[config.mk]
export PLATFORM = sky130hd
export DESIGN_NAME = nonpreemptive_priority_scheduler_top
export DESIGN_NICKNAME = d
export VERILOG_FILES = /design/src/sv/npps_pkg.sv /design/src/sv/npps_cell.sv /design/src/sv/nonpreemptive_priority_scheduler_top.sv
export SDC_FILE = /design/constraint.sdc
export NUM_CORES = 2
export LEC_CHECK = 0
export BUFFER_PORTS_ARGS = -buffer_cell sky130_fd_sc_hd__clkbuf_2
export CAP_MARGIN = 0
export CORE_MARGIN = 3
export CORE_UTILIZATION = 45
export CTS_BUF_LIST = sky130_fd_sc_hd__clkbuf_4
export DETAILED_ROUTE_END_ITERATION = 8
export GPL_TIMING_DRIVEN = 0
export PLACE_DENSITY_LB_ADDON = 0.15
export SLEW_MARGIN = 5
export SYNTH_ARGS = -nofsm -noshare
export SYNTH_HDL_FRONTEND = slang
export SYNTH_SLANG_ARGS = --single-unit
[constraint.sdc]
create_clock -name i_clk -period 9.3 [get_ports i_clk]
set_input_delay 1.86 -clock i_clk [delete_from_list [all_inputs] [get_ports i_clk]]
set_output_delay 1.86 -clock i_clk [all_outputs]
set_load 0.02 [all_outputs]
[src/sv/npps_pkg.sv]
// Shared types and request codes for the nonpreemptive priority scheduler.
package npps_pkg;

    localparam logic REQ_ARRIVAL = 1'b0;
    localparam logic REQ_TICK    = 1'b1;

    typedef struct packed {
        logic [7:0]  id;
        logic [7:0]  prio;
        logic [15:0] burst;
        logic [31:0] arrival;
    } t_job;

    typedef struct packed {
        logic valid;
        t_job job;
    } t_slot;

    typedef struct packed {
        logic ins;
        logic pop;
    } t_cell_ctl;

endpackage

[src/sv/npps_cell.sv]
// One cell of the sorted ready chain: holds a job, shifts on insert and pop.
module npps_cell (
    input  logic              i_clk,
    input  logic              i_rst_n,
    input  npps_pkg::t_cell_ctl i_ctl,
    input  npps_pkg::t_job    i_new,
    input  npps_pkg::t_slot   i_left,
    input  logic              i_left_nb,
    input  npps_pkg::t_slot   i_right,
    output npps_pkg::t_slot   o_slot,
    output logic              o_nb
);
    import npps_pkg::*;

    logic r_valid;
    logic n_valid;
    t_job r_job;
    t_job n_job;

    assign o_nb   = !r_valid || (i_new.prio < r_job.prio);
    assign o_slot = '{valid: r_valid, job: r_job};

    always_comb begin
        n_valid = r_valid;
        n_job   = r_job;
        if (i_ctl.ins) begin
            if (i_left_nb) begin
                n_valid = i_left.valid;
                n_job   = i_left.job;
            end else if (o_nb) begin
                n_valid = 1'b1;
                n_job   = i_new;
            end
        end else if (i_ctl.pop) begin
            n_valid = i_right.valid;
            n_job   = i_right.job;
        end
    end

    always_ff @(posedge i_clk) begin
        if (!i_rst_n) begin
            r_valid <= 1'b0;
        end else begin
            r_valid <= n_valid;
        end
    end

    always_ff @(posedge i_clk) begin
        r_job <= n_job;
    end

endmodule

[src/sv/nonpreemptive_priority_scheduler_top.sv]
// Nonpreemptive priority scheduler: sorted cell chain, running job and result register.
// A result is registered and valid in the cycle after its transaction is accepted.
// Throughput: one transaction per cycle unless stalled; the output register stalls input when full and i_stall is high.
// The chain keeps the best job at its head, so dispatch and insert need no search.
// Reset (synchronous, active low) clears chain valid bits, running job and clock.
// No clearing pass is needed; the block accepts transactions right after reset.
module nonpreemptive_priority_scheduler_top #(
    parameter int READY_SLOTS = 16
) (
    input  logic        i_clk,
    input  logic        i_rst_n,
    input  logic        i_valid,
    output logic        o_stall,
    input  logic        i_req_type,
    input  logic [7:0]  i_job_id,
    input  logic [7:0]  i_job_priority,
    input  logic [15:0] i_job_burst,
    output logic        o_valid,
    input  logic        i_stall,
    output logic        o_rejected,
    output logic        o_busy_res,
    output logic [7:0]  o_running_id,
    output logic        o_started,
    output logic        o_completed,
    output logic [31:0] o_response_time,
    output logic [31:0] o_turnaround_time,
    output logic [31:0] o_wait_time,
    output logic [31:0] o_now_time
);
    import npps_pkg::*;

    t_slot            w_slot [READY_SLOTS];
    t_slot            w_lin  [READY_SLOTS];
    t_slot            w_rin  [READY_SLOTS];
    logic             w_nb   [READY_SLOTS];
    logic             w_lnb  [READY_SLOTS];
    logic [READY_SLOTS-1:0] w_valid_vec;
    t_cell_ctl        w_ctl;
    t_job             w_new;

    logic        r_run_valid;
    logic [15:0] r_run_left;
    t_job        r_run_job;
    logic [31:0] r_now;

    logic        r_out_valid;
    logic        r_rejected;
    logic        r_busy;
    logic [7:0]  r_rid;
    logic        r_started;
    logic        r_completed;
    logic [31:0] r_resp;
    logic [31:0] r_turn;
    logic [31:0] r_wait;
    logic [31:0] r_now_out;

    logic        w_acc;
    logic        w_tick;
    logic        w_full;
    logic        w_disp;
    logic        w_active;
    logic        w_done;
    t_job        w_cur;
    logic [15:0] w_cur_left;
    logic [31:0] w_resp;
    logic [31:0] w_turn;
    logic [31:0] w_wait;

    assign o_stall = r_out_valid && i_stall;
    assign w_acc   = i_valid && !o_stall;
    assign w_tick  = (i_req_type == REQ_TICK);
    assign w_full  = w_slot[READY_SLOTS-1].valid;

    assign w_new = '{id: i_job_id, prio: i_job_priority, burst: i_job_burst, arrival: r_now};

    assign w_disp     = !r_run_valid && w_slot[0].valid;
    assign w_active   = r_run_valid || w_disp;
    assign w_cur      = w_disp ? w_slot[0].job : r_run_job;
    assign w_cur_left = w_disp ? w_slot[0].job.burst : r_run_left;
    assign w_done     = w_active && (w_cur_left <= 16'd1);
    assign w_resp     = r_now - w_slot[0].job.arrival;
    assign w_turn     = r_now + 32'd1 - w_cur.arrival;
    assign w_wait     = w_turn - {16'd0, w_cur.burst};

    assign w_ctl.ins = w_acc && (i_req_type == REQ_ARRIVAL) && !w_full;
    assign w_ctl.pop = w_acc && w_tick && w_disp;

    for (genvar g = 0; g < READY_SLOTS; g++) begin : g_cell
        if (g == 0) begin : g_first
            assign w_lin[g] = '0;
            assign w_lnb[g] = 1'b0;
        end else begin : g_mid
            assign w_lin[g] = w_slot[g-1];
            assign w_lnb[g] = w_nb[g-1];
        end
        if (g == READY_SLOTS - 1) begin : g_last
            assign w_rin[g] = '0;
        end else begin : g_inner
            assign w_rin[g] = w_slot[g+1];
        end
        assign w_valid_vec[g] = w_slot[g].valid;

        npps_cell u_cell (
            .i_clk     (i_clk),
            .i_rst_n   (i_rst_n),
            .i_ctl     (w_ctl),
            .i_new     (w_new),
            .i_left    (w_lin[g]),
            .i_left_nb (w_lnb[g]),
            .i_right   (w_rin[g]),
            .o_slot    (w_slot[g]),
            .o_nb      (w_nb[g])
        );
    end

    always_ff @(posedge i_clk) begin
        if (!i_rst_n) begin
            r_run_valid <= 1'b0;
            r_run_left  <= '0;
            r_run_job   <= '0;
            r_now       <= '0;
            r_out_valid <= 1'b0;
        end else begin
            if (w_acc) begin
                r_out_valid <= 1'b1;
            end else if (!i_stall) begin
                r_out_valid <= 1'b0;
            end
            if (w_acc && w_tick) begin
                r_now <= r_now + 32'd1;
                if (w_active) begin
                    r_run_job <= w_cur;
                    if (w_done) begin
                        r_run_valid <= 1'b0;
                        r_run_left  <= '0;
                    end else begin
                        r_run_valid <= 1'b1;
                        r_run_left  <= w_cur_left - 16'd1;
                    end
                end
            end
        end
    end

    always_ff @(posedge i_clk) begin
        if (w_acc) begin
            r_now_out   <= r_now;
            r_rejected  <= !w_tick && w_full;
            r_busy      <= w_tick && w_active;
            r_rid       <= (w_tick && w_active) ? w_cur.id : 8'd0;
            r_started   <= w_tick && w_disp;
            r_completed <= w_tick && w_done;
            r_resp      <= (w_tick && w_disp) ? w_resp : 32'd0;
            r_turn      <= (w_tick && w_done) ? w_turn : 32'd0;
            r_wait      <= (w_tick && w_done) ? w_wait : 32'd0;
        end
    end

    assign o_valid           = r_out_valid;
    assign o_rejected        = r_rejected;
    assign o_busy_res        = r_busy;
    assign o_running_id      = r_rid;
    assign o_started         = r_started;
    assign o_completed       = r_completed;
    assign o_response_time   = r_resp;
    assign o_turnaround_time = r_turn;
    assign o_wait_time       = r_wait;
    assign o_now_time        = r_now_out;

`ifndef SYNTHESIS
    a_chain_packed: assert property (@(posedge i_clk) disable iff (!i_rst_n)
        (w_valid_vec & (w_valid_vec + 1'b1)) == '0)
        else $error("ready chain has a hole");

    a_chain_sorted: assert property (@(posedge i_clk) disable iff (!i_rst_n)
        w_slot[1].valid |-> (w_slot[0].job.prio <= w_slot[1].job.prio))
        else $error("ready chain head out of order");

    a_run_left: assert property (@(posedge i_clk) disable iff (!i_rst_n)
        r_run_valid |-> (r_run_left != 16'd0))
        else $error("running job with no time left");

    a_reject_full: assert property (@(posedge i_clk) disable iff (!i_rst_n)
        (w_acc && (i_req_type == REQ_ARRIVAL) && w_full) |=> (o_valid && o_rejected))
        else $error("arrival to full chain not rejected");

    a_done_busy: assert property (@(posedge i_clk) disable iff (!i_rst_n)
        (o_valid && o_completed) |-> o_busy_res)
        else $error("completion without a running job");
`endif

endmodule
==> impl_metrics.yaml <==
clock_network:
  clk_pin_slew_ps: 70
  postCtsHoldBufs: 0
  tritoncts: "done"
  h-tree-depth: 5
  cts_made_buffers: 360
  cts_setup_buffers: 0
  cts_buffer_depth: 4
  clock_latency_ps: 1290
  root_buffer: "clkbuf_4"
  cts_sinks: 1286
final_layout:
  final_cell_count_no_fill: 9383
  num-fill-cells: 13866
  multi_input_area_um2: 29000
  regArea_um2: 37400
  final_area_um2: 77600
  final_nets: 7331
  drive_above_1_share_pct: 11.1
  syn2layout_area_growth_pct: 12.8
sta:
  worst_slack_ps: 517
  post-route-min-period_ps: 8780
  hold_violations: 0
  max_freq_mhz: 114
  fin_crit_sh_pct: 94.4
  slew_headroom_pct: 8.72
  slew_viol_final: 0
  setup_violations: 0
  tightestPinTransition_ps: 1370
  fin_worst_skew_ps: 64.2
  rsz0062_at_grt: "false"
place:
  globalplace.congestion: 0.927
  place_area_um2: 73200
  place_hpwl_um: 163000
  port_buffers: 177
  dp_cells: 8762
  place_ws_ps: -216
min_path:
  hold_depth: 2
  hold_path.class: "flip-flop to flip-flop"
worst_setup_path:
  startpoint_type: "flip-flop"
  worstSetupEndpointType: "flip-flop"
  crit_fanout: 10
  crit_arrival_ps: 9780
  critPathSlowestCell: "a41oi_1"
  rr_worst_depth: 27
  worstSetupPathType: "flip-flop to flip-flop"
  crit_path_frequent_cell: "clkbuf_1"
  required_ps: 10300
  slowest_delay_ps: 580
detailed_routing:
  drt_wl_total_um: 207000
  viasPerCell: 5.49
  vias: 51507
  drc: 0
  postRouteAntennaNets: 0
  dr.pass1.iters: 6
  wire_per_inst_um: 22.1
  drt_iter0_markers: 5209
global_route:
  grt_max_degree: 104
  grt_antenna_before_repair: 10
  grt_pass1_vias: 49419
  grt_pass1_wl_um: 309000
  overflow: 0
  track_usage_pct: 25.8
yosys:
  ys_ff_latch: 1286
  syn-cell-area_um2: 68800
  synth_most_common_cell: "nand2_1"
  synth_cells: 6536
  synth_edf_count: 1164
  synthArstFlopShare_pct: 0
  yosysTopAreaCellShare_pct: 50.8
  synth_ff_type: "edfxtp_1"
  yosysUniqueCellTypes: 73
  yosysSeqAreaShare_pct: 54.4
  synth_area_leader_cell: "edfxtp_1"
  synthTopCellsByArea: "edfxtp_1, mux2i_1, o21ai_0"
  yosysWarnings: 0
  synth_fp_nets: 6759
  synthTopCellsByCount: "nand2_1, edfxtp_1, o21ai_0, mux2i_1, clkbuf_1"
  syn_avg_cell_area_um2: 10.5
floorplanning:
  dieArea_um2: 158000
  die_y_um: 397
  io_pins: 179
  dieWidth_um: 397
  rows: 142
  initial_core_util_pct: 45.6
  core_area_um2: 151000
power:
  p_leak_nw: 28.4
  ir_worst_vdd_mv: 0.140
  power_density_nw_per_um2: 185
status:
  status: "finished, final reports clean"
flow_run:
  cap_violations: 0
layout by cell type (no fill, tap or decap), types with 56 or more instances in the layout:
cell / instances
a21oi_1: 176
clkbuf_1: 390
xor2_1: 65
dfxtp_1: 122
inv_1: 184
xnor2_1: 76
nor2b_1: 61
ha_1: 183
clkinv_1: 56
nor2_1: 315
edfxtp_1: 1164
buf_1: 99
nand2b_1: 58
nand2_1: 1229
clkbuf_2: 185
o21ai_0: 988
clkbuf_4: 532
mux2i_1: 973
metrics by stage:
stage               power (W)  TNS (ps)  hold WS [ps]  util (%)
global placement      0.00930  -3865880           442      47.9
finish                 0.0143         0           456      51.4
detailed placement    0.00937      -702           448      48.5
floorplan             0.00859         0           406         -
global route           0.0150         0           482      51.4
CTS                    0.0144         0           457      51.4
per-layer routing:
layer	vias to the layer above	track usage, %	routed length [µm]
met5	-	0	20
met4	2	8.41	5720
met3	343	4.60	15900
met2	2154	39.7	91000
met1	24312	37.0	94500
li1	24696	-	-
where the power goes:
part	total (W)	internal [W]	switching, W
Clock	0.00504	0.00262	0.00242
Sequential	0.00705	0.00683	0.000223
Combinational	0.00223	0.000763	0.00147
Total	0.0143	0.0102	0.00411
worst paths after layout:
path                           to  slack [ps]                     start
setup reg to reg  o_wait_time[24]         520  g_cell[0].u_cell.r_valid
hold reg to reg     r_run_job[60]         460             r_run_job[60]
setup / recovery  o_wait_time[24]         520  g_cell[0].u_cell.r_valid
hold / removal      r_run_job[60]         460             r_run_job[60]
layout make-up:
| class | count | area share, % |
|---|---|---|
| clock buffer | 532 | 5.15 |
| timing repair buffer | 210 | 2.12 |
| multi-input combinational | 4561 | 37.4 |
| sequential | 1286 | 48.2 |
| buffer | 504 | 2.47 |
| antenna | 12 | 0.0387 |
| clock inverter | 77 | 0.431 |
| tap | 2016 | 3.25 |
| inverter | 185 | 0.902 |
kinds of logic (layout without fill, tap and decap cells):
family,count (synthesis),in the layout,share of synthesized area (%)
flops,1286,1286,54.4
other cells,0,12,0
compound gates,1372,1372,10.8
simple gates,1883,1883,11.5
buf+inv,689,1508,3.78
xor+xnor,147,147,2.00
mux,973,973,14.2
fa+ha+maj,186,186,3.42
sequential cells by signal, indices dropped and copies added (netlist names), 8 cells and up:
register and cells:
g_cell.u_cell.o_slot 1024, r_run_job 56, o_now_time 32, o_response_time 32
o_turnaround_time 32, o_wait_time 32, r_now 32, g_cell.u_cell.r_valid 16
r_run_left 16, o_running_id 8
what timing repair did:
item                       CTS  global route
setup endpoints to repair    7             7
gates resized for setup      2             7
pin swaps                    0             0
cloned                       0             0
critical path: cells and delay by family (launching register included):
kind,cells,cell delay (ps)
flip-flops,1,450
AO/OA/AOI/OAI,9,2870
adder cells (fa/ha/maj),3,830
AND/OR/NAND/NOR,6,1210
buffers and inverters,7,2450
XOR/XNOR,2,670
No activity file was read; power rests on OpenSTA's default activity.
